==> config.mk <==
export PLATFORM = sky130hd
export DESIGN_NAME = btk_row_update
export DESIGN_NICKNAME = d
export VERILOG_FILES = /design/src/btk_pkg.sv /design/src/btk_row_update.sv
export SDC_FILE = /design/constraint.sdc
export NUM_CORES = 1
export LEC_CHECK = 0
export BUFFER_PORTS_ARGS = -buffer_cell sky130_fd_sc_hd__buf_2
export CAP_MARGIN = 10
export CORE_AREA = 2 2 227 229
export DETAILED_ROUTE_END_ITERATION = 8
export DIE_AREA = 0 0 229 231
export GPL_ROUTABILITY_DRIVEN = 0
export MAX_ROUTING_LAYER = met4
export REMOVE_ABC_BUFFERS = 1
export SLEW_MARGIN = 5
export SYNTH_ARGS = -nofsm -noshare
export SYNTH_HDL_FRONTEND = slang
export SYNTH_SLANG_ARGS = --single-unit
==> constraint.sdc <==
create_clock -name vclk -period 6.45
set_input_delay 0.3225 -clock vclk [all_inputs]
set_output_delay 0.3225 -clock vclk [all_outputs]
set_load 0.03 [all_outputs]
==> src/btk_pkg.sv <==
// Package for the bucketed top-K sorted store: sizes, row and slot types,
// action codes and the move width helpers. Depends on nothing.
package btk_pkg;

  localparam int BUCKETS   = 256;
  localparam int KEEP      = 8;
  localparam int MOVE_BITS = 16;

  // Only bucket numbers that fit the 8-bit bucket field can be addressed.
  localparam int ROWS    = (BUCKETS < 256) ? BUCKETS : 256;
  localparam int IDX_W   = $clog2(ROWS);
  localparam int COUNT_W = $clog2(KEEP + 1);
  localparam int SLOT_W  = $clog2(KEEP);

  typedef enum logic [1:0] {
    ACT_CLEAR  = 2'd0,
    ACT_INSERT = 2'd1,
    ACT_REWIND = 2'd2,
    ACT_READ   = 2'd3
  } act_t;

  typedef enum logic {
    S_IDLE = 1'b0,
    S_EXEC = 1'b1
  } state_t;

  typedef struct packed {
    logic [MOVE_BITS-1:0] move;
    logic signed [15:0]   score;
  } slot_t;

  typedef struct packed {
    logic [COUNT_W-1:0]   count;
    slot_t [KEEP-1:0]     slot;
  } row_t;

  // Result of one row update, handed from the update logic to the control.
  typedef struct packed {
    logic        ok;
    logic [15:0] move_out;
    logic        wr_en;
    row_t        row;
  } upd_t;

  // Keep the low MOVE_BITS bits of the 16-bit move field.
  function automatic logic [MOVE_BITS-1:0] to_move(logic [15:0] v);
    logic [31:0] t;
    t = {16'd0, v};
    return t[MOVE_BITS-1:0];
  endfunction

  // Bring a stored move back to the 16-bit output field.
  function automatic logic [15:0] from_move(logic [MOVE_BITS-1:0] m);
    logic [31:0] t;
    t = 32'(m);
    return t[15:0];
  endfunction

endpackage

==> src/btk_row_update.sv <==
// Row update logic: parallel compare-and-shift insert and slot read.
// Depends on btk_pkg.
module btk_row_update
  import btk_pkg::*;
(
  input  row_t               row,
  input  act_t               action,
  input  logic               in_range,
  input  logic [MOVE_BITS-1:0] move,
  input  logic signed [15:0] score,
  input  logic [COUNT_W-1:0] rp,
  output upd_t               upd
);

  localparam logic [COUNT_W-1:0] KEEP_C = COUNT_W'(KEEP);

  logic               full;
  logic               ins_ok;
  logic [COUNT_W-1:0] n_eff;
  logic [KEEP-1:0]    keep_old;
  logic               rd_ok;
  row_t               new_row;

  // A full bucket drops its worst slot, but only for a strictly better score.
  assign full   = (row.count >= KEEP_C);
  assign ins_ok = in_range && (!full || (score < row.slot[KEEP-1].score));
  assign n_eff  = full ? COUNT_W'(KEEP - 1) : row.count;

  // Slots are sorted, so a slot keeps its place when its score does not exceed the new one.
  always_comb begin
    for (int i = 0; i < KEEP; i++) begin
      keep_old[i] = (COUNT_W'(i) < n_eff) && !(score < row.slot[i].score);
    end
  end

  // Each slot keeps, takes the new entry, or takes its lower neighbor.
  always_comb begin
    new_row.count = n_eff + COUNT_W'(1);
    for (int i = 0; i < KEEP; i++) begin
      if (keep_old[i]) begin
        new_row.slot[i] = row.slot[i];
      end else if (i == 0) begin
        new_row.slot[i] = '{move: move, score: score};
      end else if (keep_old[i-1]) begin
        new_row.slot[i] = '{move: move, score: score};
      end else begin
        new_row.slot[i] = row.slot[i-1];
      end
    end
  end

  assign rd_ok = in_range && (rp < row.count);

  // Result and write-back request per action.
  always_comb begin
    upd.ok       = 1'b1;
    upd.move_out = 16'd0;
    upd.wr_en    = 1'b0;
    upd.row      = new_row;
    case (action)
      ACT_INSERT: begin
        upd.ok    = ins_ok;
        upd.wr_en = ins_ok;
      end
      ACT_READ: begin
        upd.ok = rd_ok;
        if (rd_ok) begin
          upd.move_out = from_move(row.slot[rp[SLOT_W-1:0]].move);
        end
      end
      default: begin
        upd.ok = 1'b1;
      end
    endcase
  end

endmodule

* After elaboration in Yosys (flattened, before gate mapping)
Cells that the tools add are included.
Storage, ports and cells: bits of input ports 299, bits in registers 0, logic and storage cells 64, output and inout bits 278
Cells by class: eq/ne operators 2, mux-type cells 22, reductions and logical operators 20, add/subtract/negate cells 1, $lt $le $gt $ge 19
Operator list (number):
- 2-to-1 mux 32 bit | 16
- less-than comparator 16 bit | 8
- binary-select mux 32 bit (select 3 bit) | 1
- 2-to-1 mux 16 bit | 2
- less-than comparator 3 x 4 -> 1 bit, first input constant | 4
- logical AND 1 bit | 10
- zero test 1 bit | 9
- less-than comparator 1 x 4 -> 1 bit, first input constant | 2
- less-than comparator 2 x 4 -> 1 bit, first input constant | 2
- adder 4 x 1 -> 4 bit, second input constant | 1
- greater-or-equal comparator 4 bit, second input constant | 1
- less-than comparator 3 x 4 -> 1 bit, second input constant | 1
- less-than comparator 4 bit | 1
- 2-to-1 mux 4 bit | 1
- == test 2 x 1 -> 1 bit, second input constant | 1
- == test 2 bit, second input constant | 1
- case mux 1 bit (2 select lines) | 1
- logical OR 1 bit | 1
- 2-to-1 mux 1 bit | 1

* Longest topological paths before layout
depth after elaboration 6, gate-level depth with buffers 11

* Worst setup path before layout
OpenSTA, ideal clock, no wires.
kind input to output, start in row[259] in the netlist's numbering, end out upd[117] in the netlist's numbering, path buffers 2, arrival time 2833 ps, slack 3294 ps, stages 8, cells stage by stage nor2_1 > inv_1 > ha_1 > o221ai_1 > clkbuf_1 > buf_2 > mux2i_1 > o21ai_0
RTL lines:
- start: declaration | RTL line btk_row_update.sv:6 | input row_t row,
- end: declaration | RTL line btk_row_update.sv:12 | output upd_t upd

==> results.toml <==
[status]
status = "completed"

[detailed_routing]
vias_per_cell = 5.12
via_count = 13572
dr.pass1.iters = 5
drt_drc_violations_left = 0
routed_wire_length_per_instance_um = 23.4
dr.first_iter.drc_count = 860
antenna_violating_nets_left = 0
postRouteWirelength_um = 62100

[global_route]
grt_first_pass_wirelength_um = 86700
grt_antenna_before_repair = 12
grt_pass1_vias = 12545
global_route.overflow_total = 0
grt_start_max_net_pins = 59
grtUsageMet3_pct = 2.26
global_route.usage.met1_pct = 27.0
grtUsageMet2_pct = 39.4
globalRoute.busiestLayer = "met2"
globalRouteTotalUtil_pct = 22.5

[critical_path]
critical-path-max-stage-delay_ns = 1.04
cp.arrival_ns = 4.06
crit_path_top_delay_cell = "a2111oi_0"
capturing_element_type_of_the_critical_path = "output port"
crit_path_max_fanout = 57
endpoint = "upd[243]"
critical_path.startpoint = "score[13]"
startpoint_types = "input pin"
critical_path_required_ns = 6.13
critPathTopFamily = "compound AO/OA/AOI/OAI gates"
cp_cell_sequence = "buf_2 -> ha_1 -> a21o_1 -> a2111oi_0 -> o21ai_0 -> nor3_1 -> a21oi_4 -> buf_4 -> mux2_2 -> buf_2"
timing.critical_path.mode_cell = "buf_2"
path_depth = 10
critPathKind = "in2out"
critical_path_buf_inv_count = 3

[logic_synthesis]
synth_area_mm2 = 0.0103
synth_warnings = 0
synth_seq_area_share_pct = 0
yosysUniqueCellTypes = 47
syn_area_per_cell_um2 = 6.87
syn-instance-count = 1494

[sta]
min_period_over_period_pct = 67.9
grt_setup_unrepaired = "no"
hold_violations = 0
max_slew_margin_pct = 17.8
finalHoldWorstSlack_ns = 1.00
final_max_slew_viol_count = 0
worst_slew_pin_slew_ns = 1.20
final-setup-viol-count = 0
clock.fmax_mhz = 228
final.setup.tns_ns = 0
period_needed_ns = 4.38

[finish]
n_sequential_cell = 0
fillers = 5747
nClkBuffers = 0
drive_above_1_share_pct = 36.7
final_nets = 2388
multi_input_comb_area_mm2 = 0.00931
area_growth_pct = 34.3
seqCellArea_um2 = 0

[pwr]
cellPowerDensity_mw_per_mm2 = 157
ir_worst_vdd_v = 0.0000952
leakagePower_nw = 7.28

[floorplan]
start_util_pct = 20.3
std_cell_rows = 83
floorplan.die.width_um = 229
die-area_mm2 = 0.0529
die_h_um = 231
boundaryPins = 577
coreArea_mm2 = 0.0507

[flow_run]
timing.max_cap.violations = 0

[clocking]
ctsResizeCount = 0
post_cts.repair.setup_buffers = 0
postCtsHoldBufs = 0

[hold_path]
min-delay-path-class = "in2out"

[placed_design]
dp_hpwl_um = 50300
io_buffer_count = 577
[worst min path at each step]
stage	startpoint	endpoint	slack, ns	cells after the start
finish	action[0]	upd[277]	1.00	3
global route	action[0]	upd[277]	1.02	3
CTS	action[0]	upd[277]	1.01	3
detailed placement	action[0]	upd[277]	1.01	3
global placement	action[0]	upd[277]	1.01	3
floorplan	row[256]	upd[256]	0.78	1
[logic make-up (layout without fill, tap and decap cells)]
| kind of cell | count (synthesis) | count (layout) | share of synthesized area, % |
|---|---|---|---|
| AND/OR/NAND/NOR | 438 | 438 | 18.3 |
| adder cells (fa/ha/maj) | 126 | 126 | 15.3 |
| XOR/XNOR | 1 | 1 | 0.0853 |
| other | 0 | 10 | 0 |
| multiplexers | 276 | 276 | 32.0 |
| AO/OA/AOI/OAI | 382 | 382 | 23.9 |
| buffers and inverters | 271 | 738 | 10.4 |
[stage by stage]
stage / cell area, µm² / instances / total power [mW] / utilization (%) / setup WS [ns]
2_1_floorplan: 9700 / 1354 / 1.42 / - / -1.72
3_3_place_gp: 13800 / 2640 / 2.15 / 27.2 / 1.83
3_5_place_dp: 13800 / 2641 / 2.15 / 27.2 / 2.20
4_1_cts: 13800 / 2641 / 2.16 / 27.2 / 2.18
5_1_grt: 13800 / 2650 / 2.30 / 27.2 / 2.03
6_report: 13800 / 2651 / 2.16 / 27.2 / 2.07
[placed cells by master, fill, tap and decap left out, drive strengths merged, types with 5 or more instances in the layout]
master | netlist | layout
ha | 126 | 126
nand3 | 21 | 21
nor2b | 5 | 5
inv | 131 | 131
nor2 | 85 | 85
and3 | 33 | 33
nor3 | 7 | 7
mux2i | 147 | 147
buf | 34 | 607
o32a | 32 | 32
a22oi | 32 | 32
o221ai | 17 | 17
mux2 | 97 | 97
a21oi | 57 | 57
a21o | 15 | 15
mux4 | 32 | 32
o21ai | 165 | 165
nand2 | 252 | 252
o211ai | 39 | 39
nand4 | 13 | 13
diode | 0 | 10
nand2b | 12 | 12
[power breakdown]
group / internal, mW / switching, mW
sequential: 0 / 0
combinational: 0.685 / 1.48
clock: 0.000000208 / 0
total: 0.685 / 1.48
[layer usage]
metal	routed length (µm)	up-vias
li1	-	6347
met1	25300	6447
met2	30400	686
met3	4080	92
met4	2360	0
met5	0	-
[cell usage after synthesis (2+ instances only)]
| cell type | count | share of area (%) |
|---|---|---|
| or3_1 | 2 | 0.12 |
| buf_2 | 16 | 0.78 |
| a21oi_1 | 57 | 2.8 |
| and4_1 | 2 | 0.17 |
| o21ai_0 | 159 | 7.7 |
| clkbuf_1 | 106 | 3.9 |
| a41o_1 | 2 | 0.19 |
| a211o_1 | 4 | 0.34 |
| inv_1 | 131 | 4.8 |
| nor3_1 | 7 | 0.34 |
| o21ai_1 | 5 | 0.24 |
| nand2b_1 | 12 | 0.73 |
| nand3b_1 | 3 | 0.22 |
| nand3_1 | 21 | 1.0 |
| mux2i_1 | 147 | 14 |
| and3_1 | 33 | 2.0 |
| o221ai_1 | 17 | 1.4 |
| nand4_1 | 13 | 0.79 |
| a21o_1 | 15 | 1.1 |
| nor2_1 | 85 | 3.1 |
| a31oi_1 | 3 | 0.18 |
| o21a_1 | 3 | 0.22 |
| a221oi_1 | 2 | 0.17 |
| a2111oi_0 | 3 | 0.26 |
| buf_6 | 3 | 0.33 |
| mux2_2 | 67 | 7.3 |
| mux4_2 | 32 | 7.0 |
| ha_1 | 126 | 15 |
| buf_1 | 14 | 0.51 |
| nand2_1 | 251 | 9.2 |
| o32a_1 | 32 | 3.1 |
| a211oi_1 | 4 | 0.29 |
| mux2_1 | 30 | 3.3 |
| a22oi_1 | 32 | 2.3 |
| o211ai_1 | 39 | 2.9 |
| nor2b_1 | 5 | 0.30 |
[area by class of cell]
cell class | instances | area share (%)
antenna | 10 | 0.181
inverter | 131 | 3.56
timing repair buffer | 607 | 22.6
multi-input combinational | 1223 | 67.5
tap | 680 | 6.17
[worst min-delay path: cells and delay by family]
family                 cells  cell delay [ns]
buffers and inverters      2             0.28
AO/OA/AOI/OAI              1             0.08
Note: power is estimated with default switching activity, not from simulation.
